**config.mk**
```make
export PLATFORM = sky130hd
export DESIGN_NAME = free_heading_row_finder
export DESIGN_NICKNAME = d
export VERILOG_FILES = /design/src/fhrf_pkg.sv /design/src/fhrf_classify.sv /design/src/free_heading_row_finder.sv
export SDC_FILE = /design/constraint.sdc
export NUM_CORES = 1
export LEC_CHECK = 0
export ABC_AREA = 0
export BUFFER_PORTS_ARGS = -buffer_cell sky130_fd_sc_hd__buf_2
export CORE_MARGIN = 2
export CORE_UTILIZATION = 25
export CTS_BUF_LIST = sky130_fd_sc_hd__clkbuf_4 sky130_fd_sc_hd__clkbuf_8 sky130_fd_sc_hd__clkbuf_16
export CTS_CLUSTER_SIZE = 14
export DETAILED_ROUTE_END_ITERATION = 10
export MAX_ROUTING_LAYER = met4
export PLACE_DENSITY = 0.46
export SYNTH_ARGS = -nofsm -noshare
export SYNTH_HDL_FRONTEND = slang
export SYNTH_SLANG_ARGS = --single-unit
```
**constraint.sdc**
```tcl
create_clock -name clk -period 6.6 [get_ports clk]
set_clock_uncertainty 0.15 [all_clocks]
set_input_delay 0.33 -clock clk [delete_from_list [all_inputs] [get_ports clk]]
set_output_delay 0.33 -clock clk [all_outputs]
set_load 0.1 [all_outputs]
```
**src/fhrf_pkg.sv**
```systemverilog
package fhrf_pkg;

    // Widths fixed by the register map and the stream fields
    localparam int CFG_W      = 11;
    localparam int NEAR_W     = 10;
    localparam int PIX_W      = 8;
    localparam int HEADING_W  = 10;
    localparam int S_TDATA_W  = 24;
    localparam int M_TDATA_W  = 16;
    localparam int APB_DATA_W = 32;
    localparam int APB_ADDR_W = 4;
    // Common width for size and count compares (covers sizes up to 8191)
    localparam int SIZE_W     = 13;

    // Register reset values
    localparam logic [CFG_W-1:0]  FRAME_WIDTH_RESET  = 11'd520;
    localparam logic [CFG_W-1:0]  FRAME_HEIGHT_RESET = 11'd240;
    localparam logic [CFG_W-1:0]  PLANT_LIMIT_RESET  = 11'd30;
    localparam logic [NEAR_W-1:0] NEAR_ROWS_RESET    = 10'd35;

    typedef enum logic [1:0] {
        REG_FRAME_WIDTH  = 2'd0,
        REG_FRAME_HEIGHT = 2'd1,
        REG_PLANT_LIMIT  = 2'd2,
        REG_NEAR_ROWS    = 2'd3
    } reg_addr_t;

    // Open box in YUV space: every bound exclusive
    typedef struct packed {
        logic [PIX_W-1:0] y_lo;
        logic [PIX_W-1:0] y_hi;
        logic [PIX_W-1:0] c1_lo;
        logic [PIX_W-1:0] c1_hi;
        logic [PIX_W-1:0] c2_lo;
        logic [PIX_W-1:0] c2_hi;
    } color_box_t;

    localparam color_box_t DARK_GRAY_BOX = '{8'd10, 8'd110, 8'd110, 8'd135, 8'd125, 8'd150};
    localparam color_box_t BLUE_BOX      = '{8'd60, 8'd100, 8'd145, 8'd165, 8'd85, 8'd105};
    localparam color_box_t GREEN_BOX     = '{8'd50, 8'd150, 8'd80, 8'd180, 8'd0, 8'd125};

    typedef struct packed {
        logic floor_hit;
        logic green_hit;
    } pixel_class_t;

    function automatic logic in_box(
        input color_box_t       box,
        input logic [PIX_W-1:0] y,
        input logic [PIX_W-1:0] c1,
        input logic [PIX_W-1:0] c2
    );
        in_box = (y > box.y_lo) && (y < box.y_hi)
              && (c1 > box.c1_lo) && (c1 < box.c1_hi)
              && (c2 > box.c2_lo) && (c2 < box.c2_hi);
    endfunction

endpackage

```
**src/fhrf_classify.sv**
```systemverilog
module fhrf_classify
(
    input  logic [fhrf_pkg::PIX_W-1:0] luma,
    input  logic [fhrf_pkg::PIX_W-1:0] chroma_first,
    input  logic [fhrf_pkg::PIX_W-1:0] chroma_second,
    output fhrf_pkg::pixel_class_t     pixel_class
);

    always_comb
    begin
        pixel_class.floor_hit =
            fhrf_pkg::in_box(fhrf_pkg::DARK_GRAY_BOX, luma, chroma_first, chroma_second)
            || fhrf_pkg::in_box(fhrf_pkg::BLUE_BOX, luma, chroma_first, chroma_second);
        pixel_class.green_hit =
            fhrf_pkg::in_box(fhrf_pkg::GREEN_BOX, luma, chroma_first, chroma_second);
    end

endmodule

```
**src/free_heading_row_finder.sv**
```systemverilog
// Free heading row finder. Feed one unpacked YUV pixel per request in row-major
// order (s_tdata: luma, chroma_first, chroma_second; s_tuser: frame_start, which
// clears all counters before that pixel counts). The block tracks column and row
// against frame_width and frame_height, clamped to 2..MAX_WIDTH and 1..MAX_HEIGHT
// and read live, so shrinking the frame mid-way ends the row or frame at once.
// Left-half pixels inside the dark-gray or blue box mark the row free; right-half
// pixels inside the green box count toward plant_pixel_limit. After the last pixel
// of a frame one request goes out on m_tdata: the middle row of the longest free
// run, or frame_height/2 when no run was recorded; counters then clear on their own.
// Throughput is one pixel per clock unless the input side stalls. The accepted
// pixel sits in the input register while the box compares and counter update
// run, and the result register presents the heading. The input side stalls only
// when a frame-end pixel finds the result register still full and not being
// taken. Registers sit on APB at byte addresses 0x0 frame_width, 0x4 frame_height,
// 0x8 plant_pixel_limit, 0xC near_obstacle_rows; write them only while the block
// is idle.
module free_heading_row_finder
#(
    parameter int MAX_WIDTH  = 1024,
    parameter int MAX_HEIGHT = 1024
)
(
    input  logic                              clk,
    input  logic                              rst_n,
    // APB register port
    input  logic                              psel,
    input  logic                              penable,
    input  logic                              pwrite,
    input  logic [fhrf_pkg::APB_ADDR_W-1:0]   paddr,
    input  logic [fhrf_pkg::APB_DATA_W-1:0]   pwdata,
    output logic [fhrf_pkg::APB_DATA_W-1:0]   prdata,
    output logic                              pready,
    // Pixel stream in
    input  logic                              s_tvalid,
    output logic                              s_tready,
    input  logic [fhrf_pkg::S_TDATA_W-1:0]    s_tdata,  // [7:0] luma, [15:8] chroma_first,
                                                        // [23:16] chroma_second
    input  logic                              s_tuser,  // [0] frame_start
    // Heading result out
    output logic                              m_tvalid,
    input  logic                              m_tready,
    output logic [fhrf_pkg::M_TDATA_W-1:0]    m_tdata   // [9:0] heading_row, [15:10] zero
);

    localparam int SW = fhrf_pkg::SIZE_W;
    localparam int PW = fhrf_pkg::PIX_W;
    localparam int CW = $clog2(MAX_WIDTH);
    localparam int HW = (MAX_HEIGHT > 1) ? $clog2(MAX_HEIGHT) : 1;
    localparam int GW = $clog2(MAX_WIDTH + 1);
    localparam int RW = $clog2(MAX_HEIGHT + 1);
    localparam int RESET_HEIGHT =
        (int'(fhrf_pkg::FRAME_HEIGHT_RESET) > MAX_HEIGHT) ? MAX_HEIGHT
                                                          : int'(fhrf_pkg::FRAME_HEIGHT_RESET);
    localparam logic [HW-1:0] BEST_ROW_RESET = HW'(RESET_HEIGHT / 2);

    // ------------------------------------------------------------------
    // Configuration registers
    // ------------------------------------------------------------------
    logic [fhrf_pkg::CFG_W-1:0]  frame_width_reg;
    logic [fhrf_pkg::CFG_W-1:0]  frame_height_reg;
    logic [fhrf_pkg::CFG_W-1:0]  plant_limit_reg;
    logic [fhrf_pkg::NEAR_W-1:0] near_rows_reg;
    logic                        cfg_write;
    fhrf_pkg::reg_addr_t         cfg_addr;

    assign pready    = 1'b1;
    assign cfg_write = psel && penable && pwrite && pready;
    assign cfg_addr  = fhrf_pkg::reg_addr_t'(paddr[3:2]);

    always_ff @(posedge clk or negedge rst_n)
    begin
        if (!rst_n)
        begin
            frame_width_reg  <= fhrf_pkg::FRAME_WIDTH_RESET;
            frame_height_reg <= fhrf_pkg::FRAME_HEIGHT_RESET;
            plant_limit_reg  <= fhrf_pkg::PLANT_LIMIT_RESET;
            near_rows_reg    <= fhrf_pkg::NEAR_ROWS_RESET;
        end
        else if (cfg_write)
        begin
            unique case (cfg_addr)
                fhrf_pkg::REG_FRAME_WIDTH:  frame_width_reg  <= pwdata[fhrf_pkg::CFG_W-1:0];
                fhrf_pkg::REG_FRAME_HEIGHT: frame_height_reg <= pwdata[fhrf_pkg::CFG_W-1:0];
                fhrf_pkg::REG_PLANT_LIMIT:  plant_limit_reg  <= pwdata[fhrf_pkg::CFG_W-1:0];
                fhrf_pkg::REG_NEAR_ROWS:    near_rows_reg    <= pwdata[fhrf_pkg::NEAR_W-1:0];
                default: ;
            endcase
        end
    end

    always_comb
    begin
        unique case (cfg_addr)
            fhrf_pkg::REG_FRAME_WIDTH:  prdata = fhrf_pkg::APB_DATA_W'(frame_width_reg);
            fhrf_pkg::REG_FRAME_HEIGHT: prdata = fhrf_pkg::APB_DATA_W'(frame_height_reg);
            fhrf_pkg::REG_PLANT_LIMIT:  prdata = fhrf_pkg::APB_DATA_W'(plant_limit_reg);
            fhrf_pkg::REG_NEAR_ROWS:    prdata = fhrf_pkg::APB_DATA_W'(near_rows_reg);
            default:                    prdata = '0;
        endcase
    end

    // Clamp frame size to what the counters can address
    logic [SW-1:0] eff_width;
    logic [SW-1:0] eff_height;
    logic [SW-1:0] half_width;
    logic [SW-1:0] half_height;

    always_comb
    begin
        eff_width = SW'(frame_width_reg);
        if (eff_width < SW'(2))
            eff_width = SW'(2);
        if (eff_width > SW'(MAX_WIDTH))
            eff_width = SW'(MAX_WIDTH);
        eff_height = SW'(frame_height_reg);
        if (eff_height < SW'(1))
            eff_height = SW'(1);
        if (eff_height > SW'(MAX_HEIGHT))
            eff_height = SW'(MAX_HEIGHT);
        half_width  = eff_width >> 1;
        half_height = eff_height >> 1;
    end

    // ------------------------------------------------------------------
    // Input register
    // ------------------------------------------------------------------
    logic          in_valid_reg;
    logic [PW-1:0] luma_reg;
    logic [PW-1:0] chroma_first_reg;
    logic [PW-1:0] chroma_second_reg;
    logic          frame_start_reg;
    logic          in_accept;
    logic          advance;
    logic          emit;

    assign in_accept = s_tvalid && s_tready;
    // Hold the pixel only when it would overwrite an unread result
    assign advance   = !emit || !m_tvalid || m_tready;
    assign s_tready  = !in_valid_reg || advance;

    always_ff @(posedge clk)
    begin
        if (in_accept)
        begin
            luma_reg          <= s_tdata[PW-1:0];
            chroma_first_reg  <= s_tdata[2*PW-1:PW];
            chroma_second_reg <= s_tdata[3*PW-1:2*PW];
            frame_start_reg   <= s_tuser;
        end
    end

    fhrf_pkg::pixel_class_t pixel_class;

    fhrf_classify u_classify
    (
        .luma          (luma_reg),
        .chroma_first  (chroma_first_reg),
        .chroma_second (chroma_second_reg),
        .pixel_class   (pixel_class)
    );

    // ------------------------------------------------------------------
    // Row and frame state
    // ------------------------------------------------------------------
    logic [CW-1:0] column_reg,     column_next;
    logic [HW-1:0] row_reg,        row_next;
    logic          row_free_reg,   row_free_next;
    logic [GW-1:0] green_reg,      green_next;
    logic [RW-1:0] free_run_reg,   free_run_next;
    logic [RW-1:0] best_run_reg,   best_run_next;
    logic [RW-1:0] obst_run_reg,   obst_run_next;
    logic [HW-1:0] best_row_reg,   best_row_next;
    logic [fhrf_pkg::HEADING_W-1:0] heading_next;
    logic [fhrf_pkg::HEADING_W-1:0] heading_reg;
    logic          out_valid_reg,  out_valid_next;

    // Working copies after an optional frame-start clear
    logic [CW-1:0] cur_column;
    logic [HW-1:0] cur_row;
    logic          cur_free;
    logic [GW-1:0] cur_green;
    logic [RW-1:0] cur_free_run;
    logic [RW-1:0] cur_best_run;
    logic [RW-1:0] cur_obst_run;
    logic [HW-1:0] cur_best_row;
    logic          first_half;
    logic          row_end;
    logic          frame_end;
    logic          plant;
    logic [SW-1:0] run_wide;
    logic [SW-1:0] best_row_wide;
    logic [SW-1:0] answer;

    always_comb
    begin
        if (frame_start_reg)
        begin
            cur_column   = '0;
            cur_row      = '0;
            cur_free     = 1'b0;
            cur_green    = '0;
            cur_free_run = '0;
            cur_best_run = '0;
            cur_obst_run = '0;
            cur_best_row = HW'(half_height);
        end
        else
        begin
            cur_column   = column_reg;
            cur_row      = row_reg;
            cur_free     = row_free_reg;
            cur_green    = green_reg;
            cur_free_run = free_run_reg;
            cur_best_run = best_run_reg;
            cur_obst_run = obst_run_reg;
            cur_best_row = best_row_reg;
        end

        // Classify this pixel into the row's tallies
        first_half    = SW'(cur_column) < half_width;
        row_free_next = cur_free || (first_half && pixel_class.floor_hit);
        green_next    = cur_green + GW'(!first_half && pixel_class.green_hit);

        column_next   = cur_column + CW'(1);
        row_next      = cur_row;
        free_run_next = cur_free_run;
        best_run_next = cur_best_run;
        obst_run_next = cur_obst_run;
        best_row_next = cur_best_row;
        heading_next  = '0;
        plant         = 1'b0;
        run_wide      = '0;
        best_row_wide = '0;
        answer        = '0;

        row_end   = (SW'(cur_column) + SW'(1)) >= eff_width;
        frame_end = row_end && ((SW'(cur_row) + SW'(1)) >= eff_height);

        if (row_end)
        begin
            plant         = SW'(green_next) >= SW'(plant_limit_reg);
            free_run_next = cur_free_run + RW'(row_free_next);
            if (!row_free_next || plant)
            begin
                // Record the free run if it is the longest so far; a plant row clears it
                if (free_run_next > cur_best_run)
                begin
                    best_run_next = free_run_next;
                    run_wide      = (SW'(free_run_next) - SW'(cur_row[0])) >> 1;
                    best_row_wide = SW'(cur_row) - run_wide;
                    best_row_next = HW'(best_row_wide);
                end
                if (plant)
                    free_run_next = '0;
                else
                    obst_run_next = cur_obst_run + RW'(1);
            end
            else
            begin
                // A long obstacle restarts the run, a short one is bridged
                if (SW'(cur_obst_run) > SW'(near_rows_reg))
                    free_run_next = RW'(1);
                else
                    free_run_next = free_run_next + cur_obst_run;
                obst_run_next = '0;
            end
            row_free_next = 1'b0;
            green_next    = '0;
            column_next   = '0;
            row_next      = cur_row + HW'(1);

            if (frame_end)
            begin
                answer       = (best_run_next == '0) ? half_height : SW'(best_row_next);
                heading_next = fhrf_pkg::HEADING_W'(answer);
                // Drop back to a fresh frame
                row_next      = '0;
                free_run_next = '0;
                best_run_next = '0;
                obst_run_next = '0;
                best_row_next = HW'(half_height);
            end
        end
    end

    assign emit = in_valid_reg && frame_end;

    always_comb
    begin
        if (in_valid_reg && advance && frame_end)
            out_valid_next = 1'b1;
        else if (m_tready)
            out_valid_next = 1'b0;
        else
            out_valid_next = out_valid_reg;
    end

    always_ff @(posedge clk or negedge rst_n)
    begin
        if (!rst_n)
        begin
            in_valid_reg  <= 1'b0;
            out_valid_reg <= 1'b0;
            column_reg    <= '0;
            row_reg       <= '0;
            row_free_reg  <= 1'b0;
            green_reg     <= '0;
            free_run_reg  <= '0;
            best_run_reg  <= '0;
            obst_run_reg  <= '0;
            best_row_reg  <= BEST_ROW_RESET;
        end
        else
        begin
            out_valid_reg <= out_valid_next;
            if (in_accept)
                in_valid_reg <= 1'b1;
            else if (advance)
                in_valid_reg <= 1'b0;
            if (in_valid_reg && advance)
            begin
                column_reg   <= column_next;
                row_reg      <= row_next;
                row_free_reg <= row_free_next;
                green_reg    <= green_next;
                free_run_reg <= free_run_next;
                best_run_reg <= best_run_next;
                obst_run_reg <= obst_run_next;
                best_row_reg <= best_row_next;
            end
        end
    end

    // Result register payload
    always_ff @(posedge clk)
    begin
        if (in_valid_reg && advance && frame_end)
            heading_reg <= heading_next;
    end

    assign m_tvalid = out_valid_reg;
    assign m_tdata  = fhrf_pkg::M_TDATA_W'(heading_reg);

endmodule

```
Yosys cells after proc, flatten, opt, wreduce, memory -nomap -nowiden
Cells that the tools add are included.

storage, ports and cells
  bits in registers = 155
  bits in latches = 0
  memory bits (writable) = 0
  bits in read-only memories = 0
  bits of input ports = 68
  output and inout port bits = 51
  logic and storage cells = 145
  memories kept = 0

cells by class
  add/sub/neg operators = 10
  multiply operators = 0
  div/mod/pow operators = 0
  $lt $le $gt $ge = 28
  equal/unequal tests = 3
  shifts and indexed selects = 0
  multiplexer cells = 41
  bitwise operators = 0
  reductions and logical operators = 44

operators with widths
  operator                                               number
  2-to-1 mux 11 bit                                      22
  one-hot mux 32 bit (4 select lines)                    1
  2-to-1 mux 10 bit                                      11
  < comparator 8 bit (second input constant)             5
  > comparator 8 x 7 -> 1 bit (second input constant)    4
  < comparator 8 x 7 -> 1 bit (second input constant)    4
  >= comparator 11 x 13 -> 1 bit                         2
  > comparator 13 x 11 -> 1 bit (second input constant)  2
  logical AND 1 bit                                      24
  adder 10 x 1 -> 11 bit (second input constant)         2
  adder 11 x 1 -> 11 bit                                 2
  adder 10 x 1 -> 10 bit (second input constant)         2
  > comparator 8 x 6 -> 1 bit (second input constant)    2
  2-to-1 mux 13 bit                                      1
  < comparator 10 x 12 -> 1 bit                          1
  adder 11 x 1 -> 11 bit (second input constant)         1
  adder 11 bit                                           1
  >= comparator 11 bit                                   1
  > comparator 11 x 10 -> 1 bit                          1
  > comparator 11 bit                                    1
  logical NOT 11 bit                                     1
  < comparator 11 x 1 -> 1 bit (second input constant)   1
  < comparator 11 x 2 -> 1 bit (second input constant)   1
  subtractor 11 x 1 -> 11 bit                            1
  12 further kinds                                       32

Logic depth before layout (Yosys ltp)
Gate-level depths: netlist of the first run.

  depth after elaboration = 16
  gate-level depth with buffers = 31
  depth with buffers taken out = 27

Cells and area by module
Synthesis of the first run repeated with hierarchy kept, for this count alone.

second synthesis, totals
  cell total of the unflattened synthesis = 1148
  area total of the unflattened synthesis = 10988.0 um2

modules (own cells, without submodules)
  module                   times used  cells an instance  area each (um2)  seq. area each (um2)
  free_heading_row_finder  1           1089               10623.9          4075.2
  fhrf_classify            1           59                 364.1            0.0

Worst setup path after synthesis of the first run
OpenSTA, ideal clock, no wires.

  kind = register to register
  start point = register frame_start_reg
  end point = register heading_reg[1] (netlist bit) (data pin)
  library setup time = 0.267 ns
  arrival = 6.405 ns
  path slack = -0.222 ns
  stages on the path, launching flop included = 29
  buffers on the path = 8
  clock period less this slack = 6.822 ns
  cell sequence = edfxtp_1 buf_2 buf_1 clkbuf_1 buf_2 buf_2 clkbuf_1 nor2b_1 ha_1 a211o_1 nor4_1 o21ai_0 a2bb2oi_2 buf_2 inv_1 ha_1 ha_1 nand3_4 or3_1 a21oi_1 ha_1 o311ai_0 or4_4 nor3_2 a31oi_1 mux2i_2 buf_6 mux2i_1 nor2_1

on the way
  longest elaborated chain between the ends = 11
  elaborated cells between the ends (all ways) = 33
  those cells by class = add/sub (6); order compare (5); mux (13); reduce/logical (9)

ends and longest elaborated chain
  element                                                                                 line                            text
  start: declaration                                                                      free_heading_row_finder.sv:131  logic frame_start_reg;
  start signal: assignment                                                                free_heading_row_finder.sv:148  frame_start_reg <= s_tuser;
  parallel branches: the longest is 11 deep, another holds < comparator 10 x 12 -> 1 bit  n/a
  end signal: assignment                                                                  free_heading_row_finder.sv:338  heading_reg <= heading_next;
  end: declaration                                                                        free_heading_row_finder.sv:174  logic [fhrf_pkg::HEADING_W-1:0] heading_reg;

Several ways; the timed one is not identified. The select of a mux whose other input is x is not followed.
A chain may end at the register's enable or synchronous reset.

Worst setup path after layout of the first run
  start point = register frame_width_reg[6] (netlist bit)
  end point = register heading_reg[9] (netlist bit) (data pin)

on the way
  longest elaborated chain between the ends = 14
  elaborated cells between the ends (all ways) = 27
  those cells by class = add/sub (4); order compare (6); mux (8); reduce/logical (9)

ends and longest elaborated chain
  element                                                                                 line                            text
  start: declaration                                                                      free_heading_row_finder.sv:59   logic [fhrf_pkg::CFG_W-1:0] frame_width_reg;
  start signal: assignment                                                                free_heading_row_finder.sv:74   frame_width_reg <= fhrf_pkg::FRAME_WIDTH_RESET;
  start signal: assignment                                                                free_heading_row_finder.sv:82   fhrf_pkg::REG_FRAME_WIDTH: frame_width_reg <= pwdata[fhrf_pkg::CFG_W-1:0];
  < comparator 11 x 2 -> 1 bit                                                            free_heading_row_finder.sv:111  if (eff_width < SW'(2))
  2-to-1 mux 11 bit *                                                                     free_heading_row_finder.sv:111
  > comparator 13 x 11 -> 1 bit                                                           free_heading_row_finder.sv:113  if (eff_width > SW'(MAX_WIDTH))
  2-to-1 mux 13 bit *                                                                     free_heading_row_finder.sv:113
  parallel branches: the longest is 10 deep, another holds < comparator 10 x 12 -> 1 bit  n/a

Mark *: on every way between the ends. The select of a mux whose other input is x is not followed.

==> metrics, run 1 <==
number of top-level pins approximately 120; layout cell share with drive strength beyond 1 just over 20%; result of the run completed; Yosys top cell by area dfrtp_1; largest net degree at the start of global routing a little over 70; CP peak stage delay ~0.58 ns; largest fanout of any net on the critical path 5; post-layout total power 3.34 mW; overall via count from detail_route between 9000 and 10000; Die Footprint 45700 µm²; CP required around 6.7 ns; latest clock arrival within the worst-skew pair 0.49 ns; Final Setup Violations 0; min-delay worst type in -> reg; Vias per Instance between 4 and 5; cell at the slowest stage of the critical path or4_4; Setup Total Neg Slack 0 ns; most frequent cells after synthesis nand2_1, dfrtp_1, ha_1, nor2_1, inv_1; effective utilization at floorplan 25.4%; Inserted Diodes 0; number of global-route vias before repair 9083; synth-to-layout area growth 22.8%; multi-input gate area in the final layout between 6000 and 7000 µm²; final number of hold-violating endpoints 0; Die Span X approximately 210 µm; NumNets Final between 1000 and 1500; CTS max path bufs 2; DR DRC count 0; clock period minus worst slack 6.23 ns; weighted congestion reported at the end of routability-driven placement about 0.81; r2r worst-path depth 28; filler instances about 4500; utilization after layout 31.2%; Area after DPL 12300 µm²; prevailing post-synth register cell dfrtp_1; final period utilization a little over nine tenths; first-pass GRT wire length about 52 mm; chip height 214 µm; routed length per placed instance around 17 µm; max_slew headroom 35.3%; post-route cell area 13500 µm²; initial antenna violation count 0; slew at the pin closest to its max-slew limit about 0.97 ns; post-synthesis instance total 1169; leakage power total between 6 and 7 nW; Synthesis Warnings 0; Setup crit start kind flip-flop; total grt overflow 0; CTS tree done; count of state elements after synthesis roughly 160; Worst-path clk slew around 0.08 ns; number of placement rows 76; core region area 43300 µm²; cell types with the largest area share after synthesis dfrtp_1, ha_1, edfxtp_1; storage element area between 4000 and 5000 µm²; top cell type's share of synthesized area 23.4%; maximum ir drop on the vdd rail approximately 320 µV; most common cell in the synthesized netlist nand2_1; total of buffers placed on input and output ports 67; worst hold path depth 4; pins over their slew limit 0; category of the worst setup path capture point flip-flop; highest achievable clock rate 160 MHz; crit path kind reg -> reg; Crit path arrival time roughly 6.3 ns; number of maximum-capacitance constraint violations 0; number of enable flip-flop cells after synthesis 35; worst setup slack before clock tree synthesis -0.0612 ns; share of synthesized flip-flops with an asynchronous set or reset between 70% and 80%; violation count after the first detailed-route iteration ~560; total number of clock tree sinks about 160; placed wire-length estimate after detailed placement between 20 and 25 mm; Worst Slack Setup Final 0.366 ns; drt first pass iters 5; register-to-register setup slack 0.37 ns; Final ANT Viol Nets 0; Mean Syn Cell Area around 9.4 µm²; Syn Std Cell Area between 10000 and 15000 µm²; distinct cell type count after synthesis 80; H-tree Lvls 4; cell chosen for the clock root clkbuf_16; sequential fraction of the synthesis area roughly 37%; total track usage approximately 16%; number of buffers created by CTS 17; routed wire length 32.8 mm; Power Dens Cells 247 nW/µm²
-- worst max-delay path: cells and delay by family (launching register included) --
kind                     cells  cell delay, ns
buffers and inverters        5            0.75
adder cells (fa/ha/maj)      4            0.95
multiplexers                 1            0.15
AO/OA/AOI/OAI               10            1.71
flip-flops                   1            0.42
AND/OR/NAND/NOR              8            1.86
-- metrics by stage --
stage / cells / hold WS (ns)
global placement: 1840 / 0.298
CTS: 1910 / 0.0623
detailed placement: 1840 / 0.311
floorplan: 1195 / -0.116
global route: 1917 / 0.132
finish: 1917 / 0.105
-- final timing paths --
check,startpoint,endpoint
max,frame_width_reg[6]$_DFFE_PN0P_,heading_reg[9]$_SDFFCE_PN0P_
min,m_tready,in_valid_reg$_DFFE_PN0P_
max reg2reg,frame_width_reg[6]$_DFFE_PN0P_,heading_reg[9]$_SDFFCE_PN0P_
min reg2reg,free_run_reg[0]$_DFFE_PN0P_,free_run_reg[0]$_DFFE_PN0P_
max in group asynchronous,rst_n,best_run_reg[7]$_DFFE_PN0P_
min in group asynchronous,rst_n,column_reg[7]$_DFFE_PN0P_
-- placed cells by master, fill, tap and decap left out, types with 46 or more instances in the layout --
cell type,Yosys,routed
buf_4,30,71
inv_1,64,64
ha_1,88,86
nand2_1,125,125
nand3_1,47,47
nor2_1,76,75
nor2b_1,46,46
buf_2,7,66
o21ai_0,58,57
dfrtp_1,103,103
-- where the power goes --
part	internal, mW	leakage, nW	switching (mW)	total, mW
Sequential	1.11	1.90	0.108	1.22
Clock	0.511	0.293	0.503	1.01
Combinational	0.405	3.94	0.702	1.11
-- area by class of cell --
class	count	share of cell area, %
inverter	64	1.78
clock inverter	15	1.25
multi-input combinational	903	48.6
sequential	155	30.2
timing repair buffer	178	9.63
clock buffer	17	3.15
tap	585	5.42
-- kinds of logic (layout without fill, tap and decap cells) --
group                      count (synthesis)  in the layout  synth area share, %
and+or+nand+nor                          417            417                 18.9
other                                      2             28               0.0683
buffers and inverters                    137            274                 5.85
muxes                                     74             74                 8.36
adders and majority gates                 90             90                 10.4
DFF                                      155            155                 37.1
AOI/OAI and AO/OA                        238            238                 14.9
xor gates and xnor gates                  56             56                 4.46
-- metal layers --
layer	up-vias	wire length, µm	GRT usage [%]	part of all wire [%]
met2	162	14900	23.1	45
met5	-	0	-	0
met3	34	913	2.83	2.8
met1	4390	16400	21.0	50
met4	0	628	5.72	1.9
li1	4487	-	-	-
-- timing repair --
action,4_1_cts,5_1_grt
pin swaps,0,9
endpoints found under the hold margin,119,0
hold buffers,38,0
buffers inserted,0,6
gates cloned,0,1
gates resized for setup,3,27
endpoints found under the setup margin,12,53
(Power assumes the default switching activity.)
==> run 2: changes to the inputs <==
==> constraint.sdc (replaced) <==
create_clock -name clk -period 6.6 [get_ports clk]
set_clock_uncertainty 0.15 [all_clocks]
set_input_delay 1.32 -clock clk [delete_from_list [all_inputs] [get_ports clk]]
set_output_delay 1.32 -clock clk [all_outputs]
set_load 0.1 [all_outputs]
==> run 2 against run 1 <==
Compared with the run above: critical path depth rose by 2; clock power barely moved; register-to-register slack improved by 0.05 ns; flip-flop and latch count did not move; via count barely moved; sequential power barely moved; hold slack improved by 0.21 ns; setup slack improved by 0.048 ns; combinational power barely moved; critical endpoint is now obst_run_reg[9]$_DFFE_PN0P_.
==> metrics, run 2 (synthesized netlist as in run 1, its figures left out) <==
result of the run completed; Die Footprint 45700 µm² (unchanged); top library cells by usage in the layout, fill and taps aside nand2_1, dfrtp_1, buf_4; Final Instance Count excl. Fillers 1907 (-0.52%); total number of clock tree sinks 155 (unchanged); cell at the slowest stage of the critical path dfrtp_1; largest net degree at the start of global routing 71 (-1.4%); CP required 6.86 ns (+0.17 ns); placed wire-length estimate after detailed placement 24.5 mm (+1.4%); category of the worst setup path capture point flip-flop; DR DRC count 0 (unchanged); min-delay worst type reg -> reg; final number of hold-violating endpoints 0 (unchanged); total of buffers placed on input and output ports 67 (unchanged); post-layout total power 3.36 mW (+0.73%); CP peak stage delay 0.41 ns (-0.17 ns); cell type with the highest occurrence count on the critical path buf_4; Final Setup Violations 0 (unchanged); first-pass GRT wire length 52.4 mm (+1.3%); number of buffers created by CTS 17 (unchanged); CTS max path bufs 2 (unchanged); Crit path arrival time 6.44 ns (+0.12 ns); initial antenna violation count 0 (unchanged); number of placement rows 76 (unchanged); final period utilization 93.7% (-0.72 points); CTS tree done; drt first pass iters 5 (unchanged); Worst-path clk slew 0.07 ns (about the same); Die Span X 214 µm (unchanged); number of maximum-capacitance constraint violations 0 (unchanged); number of global-route vias before repair 9067 (-0.18%); violation count after the first detailed-route iteration 482 (-14%); H-tree Lvls 4 (unchanged); maximum ir drop on the vdd rail 220 µV (-32%); number of top-level pins 119 (unchanged); Setup Total Neg Slack 0 ns (unchanged); latest clock arrival within the worst-skew pair 0.49 ns (about the same); Setup crit start kind flip-flop; Final ANT Viol Nets 0 (unchanged); pins over their slew limit 0 (unchanged); storage element area 4080 µm² (unchanged); Inserted Diodes 0 (unchanged); total track usage 15.8% (+0.28 points); Power Dens Cells 252 nW/µm² (+1.7%); highest achievable clock rate 162 MHz (+0.77%); layout cell share with drive strength beyond 1 23.8% (+3.1 points); Final Hold Slack 0.316 ns (+0.211 ns); max_slew headroom 33.7% (-1.7 points); Placed Cells 1873 (+1.8%); leakage power total 6.08 nW (-0.74%); largest fanout of any net on the critical path 8 (+3); filler instances 4544 (+0.93%); NumNets Final 1467 (-0.68%); weighted congestion reported at the end of routability-driven placement 0.819 (+1.7%); overall via count from detail_route 9069 (-0.044%); effective utilization at floorplan 25.4% (unchanged); clock period minus worst slack 6.19 ns (-0.0478 ns); synth-to-layout area growth 21.6%; chip height 214 µm (unchanged); Vias per Instance 4.76 (+0.48%); crit path kind reg -> reg; core region area 43300 µm² (unchanged); multi-input gate area in the final layout 6600 µm² (+0.67%); routed wire length 32.9 mm (+0.37%); cell chosen for the clock root clkbuf_16; leading cell type in the layout, fill and taps excluded nand2_1; routed length per placed instance 17.3 µm (+0.90%); total grt overflow 0 (unchanged); slew at the pin closest to its max-slew limit 0.990 ns (+0.0247 ns)
==> run 2: timing repair <==
| item | in CTS | in global routing |
|---|---|---|
| hold buffers | 0 | 0 |
| setup buffers | 0 | 2 |
| setup endpoints to repair | 11 | 52 |
| cloned | 0 | 0 |
| resized for setup | 2 | 36 |
| pin swaps | 0 | 12 |
==> run 2: critical path, delay by kind of cell (launching register included) <==
kind | cells | cell delay, ns
AND/OR/NAND/NOR | 15 | 2.75
AO/OA/AOI/OAI | 7 | 1.08
adder cells (fa/ha/maj) | 3 | 0.80
buffers and inverters | 4 | 0.67
flip-flops | 1 | 0.41
XOR/XNOR | 1 | 0.22
==> run 2: layer usage <==
| layer | vias to the layer above | GRT usage, % | part of all wire [%] |
|---|---|---|---|
| li1 | 4451 | - | - |
| met1 | 4417 | 21.1 | 49 |
| met2 | 166 | 23.8 | 45 |
| met3 | 35 | 3.63 | 4.1 |
| met4 | 0 | 4.74 | 1.6 |
| met5 | - | - | 0 |
==> run 2: final timing paths <==
check / to / startpoint / cells past startpoint / slack, ns
max: obst_run_reg[9]$_DFFE_PN0P_ / frame_width_reg[5]$_DFFE_PN0P_ / 30 / 0.41
min: green_reg[5]$_DFFE_PN0P_ / green_reg[5]$_DFFE_PN0P_ / 2 / 0.32
max reg2reg: obst_run_reg[9]$_DFFE_PN0P_ / frame_width_reg[5]$_DFFE_PN0P_ / 30 / 0.41
min reg2reg: green_reg[5]$_DFFE_PN0P_ / green_reg[5]$_DFFE_PN0P_ / 2 / 0.32
max in group asynchronous: free_run_reg[8]$_DFFE_PN0P_ / rst_n / 2 / 4.17
min in group asynchronous: column_reg[6]$_DFFE_PN0P_ / rst_n / 1 / 0.84
==> run 2: where the power goes <==
| part | leakage, nW | internal [mW] | switching, mW |
|---|---|---|---|
| registers | 1.90 | 1.11 | 0.107 |
| logic | 3.91 | 0.421 | 0.717 |
| clock network | 0.281 | 0.571 | 0.436 |
==> run 2: through the flow <==
stage	setup WS, ns	utilization, %	area (µm²)
floorplan	0.0474	-	11100
global placement	0.0633	29.0	12600
detailed placement	-0.0889	29.0	12600
CTS	0.0592	30.4	13200
global route	-0.0903	30.9	13400
finish	0.414	30.9	13400
==> run 2: area by class of cell <==
class	instances	share of cell area, %
timing repair buffer	168	8.44
inverter	64	1.80
clock buffer	23	3.74
multi-input combinational	903	49.4
clock inverter	9	0.655
tap	585	5.48
sequential	155	30.5
